**src/rtl/core/stable_sorted_priority_queue_top_assert.svh**
```systemverilog
// Assertion macros shared by the queue RTL.
// Each macro expects signals named clk and rst in the enclosing scope.
`ifndef STABLE_SORTED_PRIORITY_QUEUE_TOP_ASSERT_SVH
`define STABLE_SORTED_PRIORITY_QUEUE_TOP_ASSERT_SVH

// Property that must hold at every clock edge outside reset.
`define SSPQ_ASSERT_ALWAYS(name, cond, msg) \
  name: assert property (@(posedge clk) disable iff (rst) (cond)) else $error(msg);

// Property where the consequent must hold at the clock after the antecedent.
`define SSPQ_ASSERT_NEXT(name, ante, cons, msg) \
  name: assert property (@(posedge clk) disable iff (rst) (ante) |=> (cons)) else $error(msg);

`endif

```
**src/rtl/core/sspq_pkg.sv**
```systemverilog
package sspq_pkg;

  localparam int CMD_BITS = 2;

  localparam logic [CMD_BITS-1:0] CMD_ENQUEUE = 2'd0;
  localparam logic [CMD_BITS-1:0] CMD_DEQUEUE = 2'd1;

  // Broadcast from the top level to every cell for the current item.
  typedef struct packed {
    logic enq;
    logic deq;
  } cell_ctrl_t;

endpackage

```
**src/rtl/core/sspq_cell.sv**
```systemverilog
module sspq_cell #(
  parameter int PRIO_BITS    = 16,
  parameter int PAYLOAD_BITS = 16,
  parameter int CNT_BITS     = 5,
  parameter int CELL_IDX     = 0
) (
  input  logic                    clk,
  input  sspq_pkg::cell_ctrl_t    ctrl,
  input  logic [CNT_BITS-1:0]     count,
  input  logic [PRIO_BITS-1:0]    new_prio,
  input  logic [PAYLOAD_BITS-1:0] new_payload,
  input  logic                    left_ins,
  input  logic [PRIO_BITS-1:0]    left_prio,
  input  logic [PAYLOAD_BITS-1:0] left_payload,
  input  logic [PRIO_BITS-1:0]    right_prio,
  input  logic [PAYLOAD_BITS-1:0] right_payload,
  output logic                    ins,
  output logic [PRIO_BITS-1:0]    prio,
  output logic [PAYLOAD_BITS-1:0] payload
);
  import sspq_pkg::*;

  logic occupied;
  logic at_tail;

  // The slot is held when its index lies below the count; the first free
  // slot always takes part in an insert.
  assign occupied = CNT_BITS'(CELL_IDX) < count;
  assign at_tail  = CNT_BITS'(CELL_IDX) == count;

  // A new entry goes after every equal priority, so only a strictly larger
  // held priority gives way.
  assign ins = (occupied && (prio > new_prio)) || at_tail;

  always_ff @(posedge clk) begin
    if (ctrl.enq && ins) begin
      if (left_ins) begin
        prio    <= left_prio;
        payload <= left_payload;
      end else begin
        prio    <= new_prio;
        payload <= new_payload;
      end
    end else if (ctrl.deq) begin
      prio    <= right_prio;
      payload <= right_payload;
    end
  end

endmodule

```
**src/rtl/core/stable_sorted_priority_queue_top.sv**
```systemverilog
// Stable minimum priority queue built as a row of DEPTH cells kept in
// ascending priority order; cell 0 holds the head.
// Command channel (cmd_valid, cmd_stall): command 0 enqueues entry_payload
// with entry_priority, 1 removes the head, 2 or 3 only reports status.
// An item is accepted at a clock edge with cmd_valid high and cmd_stall low.
// Response channel (rsp_valid, rsp_stall): every accepted item gives exactly
// one response carrying the dequeued entry (out_valid), the refused flag for
// an enqueue into a full store, and the count, empty flag and head priority
// after the step; head_priority is -1 when the store is empty.
// The response is registered at the edge that accepts the item. Throughput
// is one item per cycle while the receiver does not stall, since every cell
// compares its priority with the new one and shifts left or right at that edge.
// When the receiver stalls, the response register holds its item and
// cmd_stall rises, so no further item is taken until the response leaves.
// Reset clears the count and the response valid; the cell contents need no
// reset because only slots below the count are ever read.
`include "stable_sorted_priority_queue_top_assert.svh"

module stable_sorted_priority_queue_top #(
  parameter int DEPTH        = 16,
  parameter int PRIO_BITS    = 16,
  parameter int PAYLOAD_BITS = 16,
  localparam int CNT_BITS    = $clog2(DEPTH + 1)
) (
  input  logic                           clk,
  input  logic                           rst,
  input  logic                           cmd_valid,
  output logic                           cmd_stall,
  input  logic [sspq_pkg::CMD_BITS-1:0]  command,
  input  logic [PAYLOAD_BITS-1:0]        entry_payload,
  input  logic [PRIO_BITS-1:0]           entry_priority,
  output logic                           rsp_valid,
  input  logic                           rsp_stall,
  output logic                           out_valid,
  output logic [PAYLOAD_BITS-1:0]        out_payload,
  output logic [PRIO_BITS-1:0]           out_priority,
  output logic                           refused,
  output logic [CNT_BITS-1:0]            entry_count,
  output logic                           is_empty,
  output logic signed [PRIO_BITS:0]      head_priority
);
  import sspq_pkg::*;

  logic [CNT_BITS-1:0]     count;
  logic [CNT_BITS-1:0]     count_next;
  logic                    accept;
  logic                    is_enq;
  logic                    is_deq;
  logic                    full;
  logic                    do_enq;
  logic                    do_deq;
  logic [PRIO_BITS:0]      head_next;
  cell_ctrl_t              ctrl;

  logic [PRIO_BITS-1:0]    cell_prio    [DEPTH];
  logic [PAYLOAD_BITS-1:0] cell_payload [DEPTH];
  logic                    cell_ins     [DEPTH];

  // The response register frees the command side unless it is blocked.
  assign cmd_stall = rsp_valid && rsp_stall;
  assign accept    = cmd_valid && !cmd_stall;

  assign is_enq = command == CMD_ENQUEUE;
  assign is_deq = command == CMD_DEQUEUE;
  assign full   = count == CNT_BITS'(DEPTH);
  assign do_enq = accept && is_enq && !full;
  assign do_deq = accept && is_deq && (count != '0);

  assign ctrl.enq = do_enq;
  assign ctrl.deq = do_deq;

  always_comb begin
    priority if (do_enq) begin
      count_next = count + CNT_BITS'(1);
    end else if (do_deq) begin
      count_next = count - CNT_BITS'(1);
    end else begin
      count_next = count;
    end
  end

  // Head after the step: an insert lands at the head when cell 0 gives way,
  // a removal brings up cell 1.
  always_comb begin
    priority if (count_next == '0) begin
      head_next = '1;
    end else if (do_enq && cell_ins[0]) begin
      head_next = {1'b0, entry_priority};
    end else if (do_deq) begin
      head_next = {1'b0, cell_prio[1]};
    end else begin
      head_next = {1'b0, cell_prio[0]};
    end
  end

  // Row of cells: each cell shifts toward the tail on an insert in front of
  // it and toward the head on a removal.
  for (genvar i = 0; i < DEPTH; i++) begin : g_cell
    logic                    left_ins;
    logic [PRIO_BITS-1:0]    left_prio;
    logic [PAYLOAD_BITS-1:0] left_payload;
    logic [PRIO_BITS-1:0]    right_prio;
    logic [PAYLOAD_BITS-1:0] right_payload;

    if (i == 0) begin : g_head
      assign left_ins     = 1'b0;
      assign left_prio    = entry_priority;
      assign left_payload = entry_payload;
    end else begin : g_mid
      assign left_ins     = cell_ins[i-1];
      assign left_prio    = cell_prio[i-1];
      assign left_payload = cell_payload[i-1];
    end

    if (i == DEPTH - 1) begin : g_tail
      assign right_prio    = cell_prio[i];
      assign right_payload = cell_payload[i];
    end else begin : g_body
      assign right_prio    = cell_prio[i+1];
      assign right_payload = cell_payload[i+1];
    end

    sspq_cell #(
      .PRIO_BITS    (PRIO_BITS),
      .PAYLOAD_BITS (PAYLOAD_BITS),
      .CNT_BITS     (CNT_BITS),
      .CELL_IDX     (i)
    ) u_cell (
      .clk           (clk),
      .ctrl          (ctrl),
      .count         (count),
      .new_prio      (entry_priority),
      .new_payload   (entry_payload),
      .left_ins      (left_ins),
      .left_prio     (left_prio),
      .left_payload  (left_payload),
      .right_prio    (right_prio),
      .right_payload (right_payload),
      .ins           (cell_ins[i]),
      .prio          (cell_prio[i]),
      .payload       (cell_payload[i])
    );
  end

  always_ff @(posedge clk) begin
    if (rst) begin
      count     <= '0;
      rsp_valid <= 1'b0;
    end else begin
      count <= count_next;
      if (accept) begin
        rsp_valid <= 1'b1;
      end else if (!rsp_stall) begin
        rsp_valid <= 1'b0;
      end
    end
  end

  // Response fields are captured with the item and held while stalled.
  always_ff @(posedge clk) begin
    if (accept) begin
      out_valid     <= do_deq;
      out_payload   <= do_deq ? cell_payload[0] : '0;
      out_priority  <= do_deq ? cell_prio[0] : '0;
      refused       <= is_enq && full;
      entry_count   <= count_next;
      is_empty      <= count_next == '0;
      head_priority <= head_next;
    end
  end

  `SSPQ_ASSERT_ALWAYS(a_count_bound, count <= CNT_BITS'(DEPTH), "count exceeds depth")

  `SSPQ_ASSERT_NEXT(a_refuse_full, accept && is_enq && full,
                    rsp_valid && refused && (entry_count == CNT_BITS'(DEPTH)),
                    "refused enqueue not reported as full")

  `SSPQ_ASSERT_NEXT(a_deq_count, do_deq,
                    out_valid && (count == $past(count) - CNT_BITS'(1)),
                    "dequeue did not return an entry and shrink the count")

  `SSPQ_ASSERT_ALWAYS(a_empty_flag, !rsp_valid || (is_empty == (entry_count == '0)),
                      "empty flag disagrees with count")

endmodule
```
**config.mk**
```make
export PLATFORM = sky130hd
export DESIGN_NAME = stable_sorted_priority_queue_top
export DESIGN_NICKNAME = d
export VERILOG_FILES = /design/src/rtl/core/sspq_pkg.sv /design/src/rtl/core/sspq_cell.sv /design/src/rtl/core/stable_sorted_priority_queue_top.sv
export VERILOG_INCLUDE_DIRS = /design/src /design/src/rtl/core
export SDC_FILE = /design/constraint.sdc
export NUM_CORES = 1
export LEC_CHECK = 0
export ABC_CLOCK_PERIOD_IN_PS = 6600
export CAP_MARGIN = 0
export CORE_ASPECT_RATIO = 0.9
export CORE_UTILIZATION = 59
export DETAILED_ROUTE_END_ITERATION = 8
export DONT_BUFFER_PORTS = 1
export GPL_ROUTABILITY_DRIVEN = 1
export PLACE_DENSITY = 0.78
export SLEW_MARGIN = 25
export SYNTH_ARGS = -nofsm -noshare
export SYNTH_HDL_FRONTEND = slang
export SYNTH_SLANG_ARGS = --single-unit
```
**constraint.sdc**
```tcl
create_clock -name clk -period 6.6 [get_ports clk]
set_clock_uncertainty 0.15 [all_clocks]
set_input_delay 0.99 -clock clk [delete_from_list [all_inputs] [get_ports clk]]
set_output_delay 0.99 -clock clk [all_outputs]
set_load 0.03 [all_outputs]
```
==> insert_results.sql <==
INSERT INTO impl_metrics (metric_group, metric, value, unit) VALUES
('drt', 'final_antenna_net_count', '0', ''),
('flow_run', 'cap_viol_max_count', '0', ''),
('global_route', 'grtUsageMet3', '5.51', '%'),
('outcome', 'result_of_the_run', 'complete, no violations', ''),
('yosys', 'synth.largest_area_cell', 'sky130_fd_sc_hd__edfxtp_1', ''),
('drt', 'post-route-drc-count', '0', ''),
('sta', 'fin_crit', '4.87', 'ns'),
('setup_path', 'arrival', '5.17', 'ns'),
('finish', 'p_r_area_growth_vs_syn', '7.18', '%'),
('global_route', 'grt_util_met1', '41.3', '%'),
('floorplanning', 'rows', '83', ''),
('yosys', 'yosys_warnings', '0', ''),
('sta', 'clock.fmax', '206', 'MHz'),
('sta', 'rsz0062_at_grt', 'false', ''),
('floorplanning', 'floorplan.die.width', '257', 'um'),
('clock_tree', 'cts_inserted_buffers', '60', ''),
('yosys', 'syn_nets', '3540', ''),
('drt', 'routed_wirelength', '87700', 'um'),
('yosys', 'postSynthRegisterBits', '575', ''),
('yosys', 'synth-main-ff-cell', 'sky130_fd_sc_hd__edfxtp_1', ''),
('finish', 'antenna_cells_inserted', '0', ''),
('sta', 'final.setup.tns', '0', 'ns'),
('drt', 'dr.pass1.iters', '6', ''),
('global_route', 'grt_start_max_net_pins', '66', ''),
('place', 'io_buffer_count', '0', ''),
('sta', 'final_setup_violations', '0', ''),
('yosys', 'synthDominantCellAreaShare', '49.6', '%'),
('setup_path', 'rr_startpoint', 'count[1]$_SDFF_PP0_', ''),
('drt', 'route.vias.total', '25400', ''),
('setup_path', 'critical_path_class', 'reg2reg', ''),
('global_route', 'globalRoute.totalOverflow', '0', ''),
('global_route', 'grtUsageMet2', '45.4', '%'),
('drt', 'drt_first_iter_violations', '3165', ''),
('yosys', 'synth-edff-count', '569', ''),
('global_route', 'grt_pass1_vias', '24700', ''),
('finish', 'layout-drive-gt1-share', '9.50', '%'),
('yosys', 'synth.lib_cells_used.distinct', '78', ''),
('clock_tree', 'clock_insertion_delay_worst_skew', '0.64', 'ns'),
('floorplanning', 'ioPinCount', '97', ''),
('setup_path', 'setup.worst_path.end_class', 'flop', ''),
('global_route', 'grt_pass1_wl', '138000', 'um'),
('clock_tree', 'htree_num_levels', '2', ''),
('drt', 'post_drt_wl_per_cell', '22.2', 'um'),
('yosys', 'ys_seq_area_share', '50.0', '%'),
('setup_path', 'worst_setup_path_startpoint', 'count[1]$_SDFF_PP0_', ''),
('yosys', 'synth.avg_cell_area', '10.6', 'sq um'),
('global_route', 'grt_antenna_before_repair', '2', ''),
('finish', 'nNetsFinal', '3449', ''),
('clock_tree', 'path_clk_slew', '0.06', 'ns'),
('sta', 'finalCritPeriodShare', '73.7', '%'),
('sta', 'timing.final.hold_violations', '0', ''),
('power_and_ir_drop', 'power.ir.vdd_worst', '235', 'uV'),
('setup_path', 'timing.critical_path.from_type', 'flop', ''),
('clock_tree', 'cts.hold.buffers_added', '0', ''),
('clock_tree', 'postCtsSetupRepairBufs', '0', ''),
('finish', 'postLayoutCoreUtil', '64.4', '%'),
('clock_tree', 'clock_sinks', '575', ''),
('setup_path', 'cp_data_required_time', '6.91', 'ns'),
('sta', 'slew_viol_final', '0', ''),
('clock_tree', 'cts.root.buffer_cell', 'sky130_fd_sc_hd__clkbuf_16', ''),
('floorplanning', 'coreArea', '0.0573', 'sq mm'),
('sta', 'slew-limit-headroom', '32.7', '%'),
('setup_path', 'crit_fanout', '18', ''),
('yosys', 'synth.cell_area', '0.0344', 'sq mm'),
('floorplanning', 'start_util', '60.1', '%'),
('sta', 'slew_of_the_pin_with_the_lowest_slew_margin', '1.01', 'ns'),
('global_route', 'top_usage_layer', 'met2', ''),
('place', 'dpl.hpwl', '64200', 'um'),
('drt', 'route.detailed.vias_per_inst', '6.42', ''),
('clock_tree', 'cts.path.max_buffers', '3', ''),
('sta', 'hold_ws', '0.260', 'ns');
[flip-flops by register name, summed over array words and instances (netlist names)]
name / count
entry_count: 5
refused: 1
g_cell.u_cell.payload: 256
is_empty: 1
head_priority: 17
count: 5
out_payload: 16
g_cell.u_cell.prio: 256
out_priority: 16
rsp_valid: 1
out_valid: 1
[metal layers]
layer,vias to the layer above,share of wire (%),wire (um)
li1,11800,-,-
met1,12000,43,37500
met2,1330,44,38700
met3,179,10,8980
met4,2,2.9,2510
met5,-,0.013,11
[logic make-up (layout without fill, tap and decap cells)]
family,count (synthesis),in the layout,synth area share [%]
AOI/OAI and AO/OA,797,797,13.6
xor gates and xnor gates,3,3,0.0981
adders and majority gates,261,261,9.48
buffers and inverters,267,214,3.42
DFF,575,575,50.0
muxes,370,370,11.2
and+or+nand+nor,968,968,12.3
[synthesized netlist by cell type (9+ instances only)]
master / instances
sky130_fd_sc_hd__a211oi_1: 12
sky130_fd_sc_hd__a21o_1: 36
sky130_fd_sc_hd__a21oi_1: 402
sky130_fd_sc_hd__a2bb2oi_1: 34
sky130_fd_sc_hd__a31oi_1: 72
sky130_fd_sc_hd__and2_1: 38
sky130_fd_sc_hd__and3_1: 21
sky130_fd_sc_hd__and4_1: 9
sky130_fd_sc_hd__buf_2: 66
sky130_fd_sc_hd__buf_4: 17
sky130_fd_sc_hd__clkbuf_1: 129
sky130_fd_sc_hd__edfxtp_1: 569
sky130_fd_sc_hd__ha_1: 261
sky130_fd_sc_hd__inv_1: 48
sky130_fd_sc_hd__mux2_2: 112
sky130_fd_sc_hd__mux2i_1: 258
sky130_fd_sc_hd__nand2_1: 354
sky130_fd_sc_hd__nand2b_1: 9
sky130_fd_sc_hd__nand3_1: 26
sky130_fd_sc_hd__nand4_1: 50
sky130_fd_sc_hd__nor2_1: 394
sky130_fd_sc_hd__nor2b_1: 23
sky130_fd_sc_hd__nor3_1: 9
sky130_fd_sc_hd__o211ai_1: 17
sky130_fd_sc_hd__o21a_1: 12
sky130_fd_sc_hd__o21ai_0: 145
sky130_fd_sc_hd__o21bai_1: 18
[placed cells by master (no fill, tap or decap), types with 23 or more instances in the layout]
cell type                   netlist  layout
sky130_fd_sc_hd__a21o_1          36      36
sky130_fd_sc_hd__a21oi_1        402     401
sky130_fd_sc_hd__a2bb2oi_1       34      34
sky130_fd_sc_hd__a31oi_1         72      71
sky130_fd_sc_hd__and2_1          38      34
sky130_fd_sc_hd__buf_4           17      62
sky130_fd_sc_hd__clkbuf_16        0      61
sky130_fd_sc_hd__edfxtp_1       569     569
sky130_fd_sc_hd__ha_1           261     261
sky130_fd_sc_hd__inv_1           48      48
sky130_fd_sc_hd__mux2_2         112     112
sky130_fd_sc_hd__mux2i_1        258     258
sky130_fd_sc_hd__nand2_1        354     348
sky130_fd_sc_hd__nand3_1         26      25
sky130_fd_sc_hd__nand4_1         50      50
sky130_fd_sc_hd__nor2_1         394     389
sky130_fd_sc_hd__nor2b_1         23      23
sky130_fd_sc_hd__o21ai_0        145     140
[stage by stage]
step / instance area, sq um / power, uW / cells
floorplan: 34400 / 4850 / 3241
global placement: 35100 / 5010 / 3852
detailed placement: 35200 / 5050 / 3853
CTS: 36900 / 8140 / 3953
global route: 36900 / 8360 / 3953
finish: 36900 / 8120 / 3953
[where the power goes]
group	internal, uW	switching [uW]	leakage, uW
logic	311	476	0.00857
registers	4090	106	0.00521
clock network	1720	1410	0.000850
[area by class of cell]
cell class              count  area (sq um)
fillers                  4429         20400
well taps                 765           957
clock buffers              77          1590
multi-input cells        2399         16300
inverters                  49           184
clock inverters            23           165
repair buffers             65           533
flip-flops and latches    575         17200
[final timing paths]
kind,end,slack [ns],cells past startpoint
max,head_priority[0]$_SDFFCE_PP1P_,1.73,9
min,rsp_valid$_SDFFE_PP0P_,0.26,1
max reg2reg,head_priority[0]$_SDFFCE_PP1P_,1.73,9
min reg2reg,g_cell[14].u_cell.payload[13]$_DFFE_PP_,0.40,1
[critical path, stage by stage, from the launching register on]
cell                        delay, ns
sky130_fd_sc_hd__dfxtp_1         0.88
sky130_fd_sc_hd__inv_1           0.20
sky130_fd_sc_hd__ha_1            0.43
sky130_fd_sc_hd__nand4bb_1       0.33
sky130_fd_sc_hd__and3_1          0.84
sky130_fd_sc_hd__a22oi_4         0.21
sky130_fd_sc_hd__o31ai_2         0.32
sky130_fd_sc_hd__o41ai_2         0.16
sky130_fd_sc_hd__nor4_4          0.90
sky130_fd_sc_hd__o21bai_1        0.24
Note: power is estimated with default switching activity, not from simulation.
